**src/sv/lrkm_pkg.sv**
```systemverilog
// Package for the line response keyword matcher.
// Holds the shared sizes, opcode and outcome codes, register indexes and the
// configuration struct. It depends on nothing else.
package lrkm_pkg;

   localparam int LINE_CAPACITY = 512;
   localparam int MAX_KEYWORD   = 16;
   localparam int COUNT_W       = $clog2(LINE_CAPACITY);
   localparam int KEYWORD_BYTES = 16;
   localparam int KW_LEN_W      = 5;
   localparam int TICK_W        = 32;
   localparam int CSR_INDEX_W   = 3;
   localparam int CSR_DATA_W    = 64;

   localparam logic [COUNT_W-1:0] LINE_FULL = COUNT_W'(LINE_CAPACITY - 1);
   localparam logic [KW_LEN_W-1:0] KW_LEN_MAX = KW_LEN_W'(MAX_KEYWORD);

   localparam logic [7:0] CHAR_LF  = 8'h0A;
   localparam logic [7:0] CHAR_CR  = 8'h0D;
   localparam logic [7:0] CHAR_NUL = 8'h00;

   // Newest character sits in the lowest byte of the window.
   localparam logic [4:0][7:0] ERR_WINDOW = "ERROR";

   typedef enum logic [1:0] {
      OP_START = 2'd0,
      OP_BYTE  = 2'd1,
      OP_TICK  = 2'd2,
      OP_NONE  = 2'd3
   } opcode_type;

   typedef enum logic [1:0] {
      OUT_OK      = 2'd0,
      OUT_ERROR   = 2'd1,
      OUT_TIMEOUT = 2'd2
   } outcome_type;

   typedef enum logic [CSR_INDEX_W-1:0] {
      REG_KEYWORD_LOW  = 3'd0,
      REG_KEYWORD_HIGH = 3'd1,
      REG_KEYWORD_LEN  = 3'd2,
      REG_KEYWORD_EN   = 3'd3,
      REG_TIMEOUT      = 3'd4
   } csr_index_type;

   typedef struct packed {
      logic [KEYWORD_BYTES-1:0][7:0] keyword;
      logic [KW_LEN_W-1:0]           keyword_length;
      logic                          keyword_enable;
      logic [TICK_W-1:0]             timeout_ticks;
   } cfg_type;

   typedef struct packed {
      logic               active;
      logic [COUNT_W-1:0] stored_count;
      logic               result_load;
   } status_type;

endpackage

```
**src/sv/line_response_keyword_matcher.sv**
```systemverilog
// Top level of the line response keyword matcher.
// Depends on lrkm_pkg and instantiates lrkm_csr and lrkm_core.
//
// After a start transfer the block watches received bytes line by line and
// reports OK when the configured keyword occurred in a line, ERROR when the
// line held the text ERROR, or TIMEOUT when the idle tick count reaches the
// programmed limit. For every request transfer the line state and a 16 byte
// character window are updated by one pass of comparators, and any outcome
// lands in the result register on the clock edge that accepts the request. A
// new request is taken in every cycle while the result register is empty or
// being drained, so the sustained rate is one request per cycle.
// Configuration writes are taken in any cycle and must only be made while
// no wait is in progress.
module line_response_keyword_matcher (
   input  logic                                clock,
   input  logic                                reset,
   // Request channel.
   input  logic                                req_tvalid,
   output logic                                req_tready,
   input  logic [7:0]                          req_tdata,  // [7:0] data_byte
   input  logic [1:0]                          req_tuser,  // [1:0] opcode
   // Result channel.
   output logic                                rsp_tvalid,
   input  logic                                rsp_tready,
   output logic [7:0]                          rsp_tdata,  // [1:0] outcome, rest zero
   // Configuration write channel.
   input  logic                                csr_valid,
   output logic                                csr_ready,
   input  logic [lrkm_pkg::CSR_INDEX_W-1:0]    csr_index,
   input  logic [lrkm_pkg::CSR_DATA_W-1:0]     csr_data
);
   import lrkm_pkg::*;

   cfg_type     cfg;
   status_type  status;
   logic        req_accept;
   logic        rsp_valid;
   outcome_type rsp_outcome;

   assign req_tready = !rsp_valid || rsp_tready;
   assign req_accept = req_tvalid && req_tready;

   lrkm_csr u_csr (
      .clock     (clock),
      .reset     (reset),
      .csr_valid (csr_valid),
      .csr_ready (csr_ready),
      .csr_index (csr_index),
      .csr_data  (csr_data),
      .cfg       (cfg)
   );

   lrkm_core u_core (
      .clock       (clock),
      .reset       (reset),
      .cfg         (cfg),
      .req_accept  (req_accept),
      .req_opcode  (opcode_type'(req_tuser)),
      .req_byte    (req_tdata),
      .rsp_taken   (rsp_tready),
      .rsp_valid   (rsp_valid),
      .rsp_outcome (rsp_outcome),
      .status      (status)
   );

   assign rsp_tvalid = rsp_valid;
   assign rsp_tdata  = {6'b0, rsp_outcome};

   // Any reported outcome ends the wait.
   a_result_ends_wait: assert property (@(posedge clock) disable iff (reset)
      status.result_load |=> !status.active)
      else $error("wait still active after an outcome was reported");

   // The stored character count never passes the line capacity.
   a_count_bounded: assert property (@(posedge clock) disable iff (reset)
      status.stored_count <= LINE_FULL)
      else $error("stored character count beyond line capacity");

   // A start with a nonzero timeout opens a wait and reports nothing.
   a_start_opens_wait: assert property (@(posedge clock) disable iff (reset)
      (req_accept && req_tuser == OP_START && cfg.timeout_ticks != '0)
         |=> (status.active && status.stored_count == '0))
      else $error("start transfer did not open a clean wait");

   // A new outcome only enters the result register when it is free or drained.
   a_no_overwrite: assert property (@(posedge clock) disable iff (reset)
      (status.result_load && rsp_valid) |-> rsp_tready)
      else $error("pending outcome overwritten");

endmodule

```
**src/sv/lrkm_csr.sv**
```systemverilog
// Configuration registers of the line response keyword matcher.
// Depends on lrkm_pkg; the keyword length is clamped to MAX_KEYWORD on write.
module lrkm_csr (
   input  logic                               clock,
   input  logic                               reset,
   input  logic                               csr_valid,
   output logic                               csr_ready,
   input  logic [lrkm_pkg::CSR_INDEX_W-1:0]   csr_index,
   input  logic [lrkm_pkg::CSR_DATA_W-1:0]    csr_data,
   output lrkm_pkg::cfg_type                  cfg
);
   import lrkm_pkg::*;

   cfg_type             cfg_ff;
   cfg_type             cfg_in;
   logic [KW_LEN_W-1:0] len_raw;

   assign csr_ready = 1'b1;
   assign len_raw   = csr_data[KW_LEN_W-1:0];

   always_comb begin
      cfg_in = cfg_ff;
      if (csr_valid) begin
         unique case (csr_index)
            REG_KEYWORD_LOW:  cfg_in.keyword[7:0]  = csr_data;
            REG_KEYWORD_HIGH: cfg_in.keyword[15:8] = csr_data;
            REG_KEYWORD_LEN:  cfg_in.keyword_length =
                                 (len_raw > KW_LEN_MAX) ? KW_LEN_MAX : len_raw;
            REG_KEYWORD_EN:   cfg_in.keyword_enable = csr_data[0];
            REG_TIMEOUT:      cfg_in.timeout_ticks = csr_data[TICK_W-1:0];
            default:          cfg_in = cfg_ff;
         endcase
      end
   end

   always_ff @(posedge clock) begin
      if (reset) begin
         cfg_ff.keyword        <= '0;
         cfg_ff.keyword_length <= KW_LEN_W'(2);
         cfg_ff.keyword_enable <= 1'b1;
         cfg_ff.timeout_ticks  <= TICK_W'(1000);
      end else begin
         cfg_ff <= cfg_in;
      end
   end

   assign cfg = cfg_ff;

endmodule

```
**src/sv/lrkm_match.sv**
```systemverilog
// Window comparators of the line response keyword matcher.
// Depends on lrkm_pkg; checks the updated character window for the keyword
// and for the text ERROR.
module lrkm_match (
   input  logic [lrkm_pkg::MAX_KEYWORD-1:0][7:0] window,
   input  logic [lrkm_pkg::COUNT_W-1:0]          count,
   input  lrkm_pkg::cfg_type                     cfg,
   output logic                                  keyword_hit,
   output logic                                  error_hit
);
   import lrkm_pkg::*;

   logic [MAX_KEYWORD-1:0] pos_ok;
   logic [KW_LEN_W-1:0]    sel;
   logic [7:0]             expected;

   // Window byte j must equal keyword byte (length - 1 - j) for j below length.
   always_comb begin
      pos_ok = '0;
      for (int j = 0; j < MAX_KEYWORD; j++) begin
         sel       = cfg.keyword_length - KW_LEN_W'(j + 1);
         expected  = cfg.keyword[sel[$clog2(KEYWORD_BYTES)-1:0]];
         pos_ok[j] = (KW_LEN_W'(j) >= cfg.keyword_length) || (window[j] == expected);
      end
   end

   assign keyword_hit = (cfg.keyword_length != '0)
                     && (count >= COUNT_W'(cfg.keyword_length))
                     && (&pos_ok);

   assign error_hit = (count >= COUNT_W'(5)) && (window[4:0] == ERR_WINDOW);

endmodule

```
**src/sv/lrkm_core.sv**
```systemverilog
// Line state, idle counter and result register of the line response keyword
// matcher. Depends on lrkm_pkg and instantiates lrkm_match.
module lrkm_core (
   input  logic                     clock,
   input  logic                     reset,
   input  lrkm_pkg::cfg_type        cfg,
   input  logic                     req_accept,
   input  lrkm_pkg::opcode_type     req_opcode,
   input  logic [7:0]               req_byte,
   input  logic                     rsp_taken,
   output logic                     rsp_valid,
   output lrkm_pkg::outcome_type    rsp_outcome,
   output lrkm_pkg::status_type     status
);
   import lrkm_pkg::*;

   logic                          active_ff, active_in;
   logic [MAX_KEYWORD-1:0][7:0]   window_ff, window_in;
   logic [COUNT_W-1:0]            count_ff, count_in;
   logic                          kw_seen_ff, kw_seen_in;
   logic                          err_seen_ff, err_seen_in;
   logic                          nul_seen_ff, nul_seen_in;
   logic [TICK_W-1:0]             idle_ff, idle_in;
   logic                          valid_ff, valid_in;
   outcome_type                   outcome_ff, outcome_in;

   logic [MAX_KEYWORD-1:0][7:0]   window_shift;
   logic [COUNT_W-1:0]            count_plus;
   logic                          keyword_hit;
   logic                          error_hit;
   logic                          result_load;
   outcome_type                   result_code;

   assign window_shift = {window_ff[MAX_KEYWORD-2:0], req_byte};
   assign count_plus   = count_ff + COUNT_W'(1);

   lrkm_match u_match (
      .window      (window_shift),
      .count       (count_plus),
      .cfg         (cfg),
      .keyword_hit (keyword_hit),
      .error_hit   (error_hit)
   );

   always_comb begin
      active_in   = active_ff;
      window_in   = window_ff;
      count_in    = count_ff;
      kw_seen_in  = kw_seen_ff;
      err_seen_in = err_seen_ff;
      nul_seen_in = nul_seen_ff;
      idle_in     = idle_ff;
      result_load = 1'b0;
      result_code = OUT_OK;
      if (req_accept) begin
         unique case (req_opcode)
            OP_START: begin
               window_in   = '0;
               count_in    = '0;
               kw_seen_in  = 1'b0;
               err_seen_in = 1'b0;
               nul_seen_in = 1'b0;
               idle_in     = '0;
               active_in   = 1'b1;
               if (cfg.timeout_ticks == '0) begin
                  active_in   = 1'b0;
                  result_load = 1'b1;
                  result_code = OUT_TIMEOUT;
               end
            end
            OP_BYTE: begin
               if (active_ff) begin
                  idle_in = '0;
                  if (req_byte == CHAR_LF) begin
                     if (cfg.keyword_enable
                           && (cfg.keyword_length == '0 || kw_seen_ff)) begin
                        active_in   = 1'b0;
                        result_load = 1'b1;
                        result_code = OUT_OK;
                     end else if (err_seen_ff) begin
                        active_in   = 1'b0;
                        result_load = 1'b1;
                        result_code = OUT_ERROR;
                     end else begin
                        window_in   = '0;
                        count_in    = '0;
                        kw_seen_in  = 1'b0;
                        err_seen_in = 1'b0;
                        nul_seen_in = 1'b0;
                     end
                  end else if (req_byte != CHAR_CR && count_ff < LINE_FULL) begin
                     count_in = count_plus;
                     if (!nul_seen_ff) begin
                        if (req_byte == CHAR_NUL) begin
                           nul_seen_in = 1'b1;
                        end else begin
                           window_in   = window_shift;
                           kw_seen_in  = kw_seen_ff | keyword_hit;
                           err_seen_in = err_seen_ff | error_hit;
                        end
                     end
                  end
               end
            end
            OP_TICK: begin
               if (active_ff) begin
                  if (idle_ff != '1) begin
                     idle_in = idle_ff + TICK_W'(1);
                  end
                  if (idle_in >= cfg.timeout_ticks) begin
                     active_in   = 1'b0;
                     result_load = 1'b1;
                     result_code = OUT_TIMEOUT;
                  end
               end
            end
            default: begin
               active_in = active_ff;
            end
         endcase
      end
   end

   always_comb begin
      valid_in   = valid_ff;
      outcome_in = outcome_ff;
      if (result_load) begin
         valid_in   = 1'b1;
         outcome_in = result_code;
      end else if (rsp_taken) begin
         valid_in = 1'b0;
      end
   end

   always_ff @(posedge clock) begin
      if (reset) begin
         active_ff   <= 1'b0;
         count_ff    <= '0;
         kw_seen_ff  <= 1'b0;
         err_seen_ff <= 1'b0;
         nul_seen_ff <= 1'b0;
         idle_ff     <= '0;
         valid_ff    <= 1'b0;
         window_ff   <= '0;
      end else begin
         active_ff   <= active_in;
         count_ff    <= count_in;
         kw_seen_ff  <= kw_seen_in;
         err_seen_ff <= err_seen_in;
         nul_seen_ff <= nul_seen_in;
         idle_ff     <= idle_in;
         valid_ff    <= valid_in;
         window_ff   <= window_in;
      end
   end

   always_ff @(posedge clock) begin
      outcome_ff <= outcome_in;
   end

   assign rsp_valid           = valid_ff;
   assign rsp_outcome         = outcome_ff;
   assign status.active       = active_ff;
   assign status.stored_count = count_ff;
   assign status.result_load  = result_load;

endmodule

```
**config.mk**
```make
export PLATFORM = sky130hd
export DESIGN_NAME = line_response_keyword_matcher
export DESIGN_NICKNAME = d
export VERILOG_FILES = /design/src/sv/lrkm_pkg.sv /design/src/sv/line_response_keyword_matcher.sv /design/src/sv/lrkm_csr.sv /design/src/sv/lrkm_match.sv /design/src/sv/lrkm_core.sv
export SDC_FILE = /design/constraint.sdc
export NUM_CORES = 1
export LEC_CHECK = 0
export ABC_CLOCK_PERIOD_IN_PS = 4500
export BUFFER_PORTS_ARGS = -buffer_cell sky130_fd_sc_hd__buf_2
export CORE_UTILIZATION = 34
export CTS_CLUSTER_SIZE = 12
export DETAILED_ROUTE_END_ITERATION = 10
export GPL_ROUTABILITY_DRIVEN = 0
export PLACE_DENSITY = 0.53
export SETUP_SLACK_MARGIN = 0.2
export SYNTH_ARGS = -nofsm -noshare
export SYNTH_HDL_FRONTEND = slang
export SYNTH_SLANG_ARGS = --single-unit
export TNS_END_PERCENT = 1
```
**constraint.sdc**
```tcl
create_clock -name clock -period 4.5 [get_ports clock]
set_clock_uncertainty 0.15 [all_clocks]
set_input_delay 0.225 -clock clock [delete_from_list [all_inputs] [get_ports clock]]
set_output_delay 0.225 -clock clock [all_outputs]
set_load 0.02 [all_outputs]
```
==> flow_metrics.tcl <==
set metrics [dict create \
    status "complete, no violations" \
    row_count 92 \
    syn_inst 2447 \
    async_flop_share_pct 0 \
    area_growth_pct 16.9 \
    netlist_top_cells_count "nand2_1 (510), dfxtp_1 (332), a21oi_1 (329)" \
    nets 2702 \
    syn_avg_cell_area_sq_um 8.92 \
    antennaDiodeCount 0 \
    grt_overflow 0 \
    yosys_register_bits 334 \
    critPathKind "reg -> reg" \
    cp.required_ns 4.84 \
    numCtsBuffers 40 \
    fin_area_sq_um 25500 \
    ir_drop_uv 293 \
    yosys_warnings 0 \
    globalRouteMet3Util_pct 4.65 \
    hold_class "in -> reg" \
    clockRootBuffer "clkbuf_16" \
    synthTopCellsByArea "dfxtp_1 (30%), mux4_2 (21%), nand2_1 (8.8%)" \
    insertion_delay_ns 0.57 \
    synth_top_area_cell "dfxtp_1" \
    die_h_um 255 \
    synthDominantCellAreaShare_pct 30.4 \
    maxCapViolations 0 \
    synth_top_family_by_area "multiplexers" \
    p_leak_nw 8.77 \
    vias_per_cell 5.92 \
    synth_mux_area_share_pct 22.2 \
    grt_pass1_wl_um 119000 \
    top_usage_layer "met2" \
    worst-r2r-cell-count 21 \
    grtUsageMet1_pct 31.8 \
    fin_crit_ns 4.20 \
    start_util_pct 34.5 \
    relSlewSlack_pct 16.1 \
    synth_compound_area_share_pct 13.4 \
    hold_viol_final 0 \
    max_freq_ghz 0.238 \
    worst_pin_slew_ns 1.25 \
    dp_slack_ns -0.0482 \
    netlist_area_sq_um 21800 \
    antenna_found_initial 0 \
    fin_total_pwr_mw 7.04 \
    critPathMaxFanout 6 \
    grt_pass1_vias 18939 \
    track_usage_pct 23.6 \
    finalSetupTns_ns 0 \
    ant_nets 0 \
    seq_area_sq_um 6710 \
    clk_path_buf_depth 3 \
    io_buffers 85 \
    endpoint_kind "flop" \
    place_area_sq_um 23300 \
    vias 20343 \
    remaining_drc_errors 0 \
    cts_tree "done" \
    worst_slack_ns 0.303 \
    nFillCells 6359 \
    yosys.area_share.simple_pct 18.4 \
    wl_um 78800 \
    die_w_um 255 \
    start_kind "flop" \
    cp_cell_sequence "ha_4 > nand2_2 > nor4_2 > buf_4 > nand2_1 > or3_4 > and4_4 > buf_4 > nand4_1 > nor3_1 > and3_1 > xor2_1 > ha_1 > nor2b_1 > o21ai_1 > nand2b_1 > a21oi_1 > o21ai_1 > o31a_1 > or3_4 > a21oi_2" \
    synth_seq_area_share_pct 30.7 \
    crit_path_top_delay_cell "or3_4" \
    dieArea_sq_um 65200 \
    dpl.hpwl_um 58500 \
    synth-edff-count 2 \
    io-pin-count 93 \
    power_density_nw_per_um2 276 \
    grt_use_met2_pct 37.2 \
    synthAdderAreaFrac_pct 3.27 \
    multiInputGateArea_sq_um 14200 \
    setup_viol 0 \
    wire_per_inst_um 22.9 \
    cts_sinks 334 \
    cpPeakStageDelay_ns 0.42 \
    fin_crit_sh_pct 93.3 \
    synthFlopType "dfxtp_1" \
    dr.first_iter.drc_count 2063 \
    grt_setup_unrepaired "yes" \
    whs_path_depth 2 \
    dr.pass1.iters 6 \
    yosysMostFrequentCell "nand2_1" \
    htree_num_levels 2 \
    grt_max_degree 117 \
    path_clk_slew_ns 0.06 \
    drive_gt1_share_pct 19.6 \
    coreArea_sq_um 63300 \
    holdWs_ns 0.0232 \
    cp.arrival_ns 4.53 \
    synth-xor-area-share_pct 6.97 \
    ys_types 63 \
    report.final.slew_viol_count 0 \
]
## path summary, 6_finish.rpt
path	end	startpoint	slack (ns)
worst min register to register	u_core.window_ff[115]	u_core.window_ff[115]	0.32
worst max-delay path	u_core.active_ff	u_core.idle_ff[1]	0.30
worst max register to register	u_core.active_ff	u_core.idle_ff[1]	0.30
worst min-delay path	u_core.nul_seen_ff	reset	0.02
## placed cells by master, fill, tap and decap left out, types with 5 or more instances in the layout
cell type	n
nand2_1	506
nor3_1	19
nand3b_1	7
a311oi_1	6
nand4_1	49
and2_1	8
dfxtp_1	328
nand2b_1	7
conb_1	7
a22oi_1	20
a21oi_1	325
ha_1	55
xor2_1	74
mux4_2	202
a221oi_1	35
inv_1	47
clkbuf_8	9
and3_1	9
dlygate4sd3_1	76
nor4_1	17
a21o_1	6
buf_2	84
nor3b_1	5
o22ai_1	9
o21ai_1	9
buf_4	101
nand3_1	139
mux2_2	9
clkbuf_1	9
mux2i_1	19
a22o_1	40
xnor2_1	94
clkinv_2	6
nor2b_1	11
clkbuf_16	41
nor2_1	93
o21ai_0	21
## critical path: cells and delay by family (launching register included)
| kind | cells | cell delay, ns |
|---|---|---|
| AOI/OAI and AO/OA | 5 | 0.82 |
| buffers and inverters | 2 | 0.29 |
| and+or+nand+nor | 11 | 1.88 |
| adders and majority gates | 2 | 0.45 |
| DFF | 1 | 0.35 |
| xor gates and xnor gates | 1 | 0.18 |
## layout make-up
class | count | area share (%)
sequential | 334 | 26.3
clock inverter | 12 | 0.392
timing repair buffer | 266 | 7.94
tap | 846 | 4.15
inverter | 49 | 0.721
multi-input combinational | 1872 | 55.8
clock buffer | 59 | 4.64
## layer usage
layer	part of all wire, %	vias up
li1	-	9109
met1	41	10094
met2	46	968
met3	9.0	172
met4	3.9	0
met5	0	-
## state kept, by name, indices dropped and copies added, names as in the netlist
register	count
u_core.active_ff	1
u_core.err_seen_ff	1
u_core.window_ff	120
u_core.kw_seen_ff	1
u_core.nul_seen_ff	1
u_core.idle_ff	32
u_core.rsp_valid	1
u_core.count_ff	9
u_core.rsp_outcome	2
u_csr.cfg	166
## repair_timing
item,4_1_cts,5_1_grt
hold buffers,76,0
endpoints found under the hold margin,171,0
setup buffers,0,8
resized for setup,6,32
pin swaps,3,30
cloned,0,0
setup endpoints to repair,5,6
## where the power goes
group          switching [mW]  internal, mW  leakage (nW)  total, mW
registers              0.0432          2.99          2.70       3.04
logic                   0.471         0.302          5.45      0.773
clock network            1.35          1.88         0.627       3.23
total                    1.86          5.18          8.77       7.04
## through the flow
| stage | utilization (%) | cells |
|---|---|---|
| finish | 40.3 | 3438 |
| CTS | 40.0 | 3430 |
| global route | 40.3 | 3438 |
| global placement | 36.8 | 3283 |
| floorplan | - | 2452 |
| detailed placement | 36.8 | 3283 |
## logic make-up (layout without fill, tap and decap cells)
logic type	after synthesis	count (layout)
other	2	7
DFF	334	334
muxes	230	230
and+or+nand+nor	909	909
xor gates and xnor gates	173	173
buffers and inverters	246	386
AOI/OAI and AO/OA	496	496
adders and majority gates	57	57
Note: power is estimated with default switching activity, not from simulation.
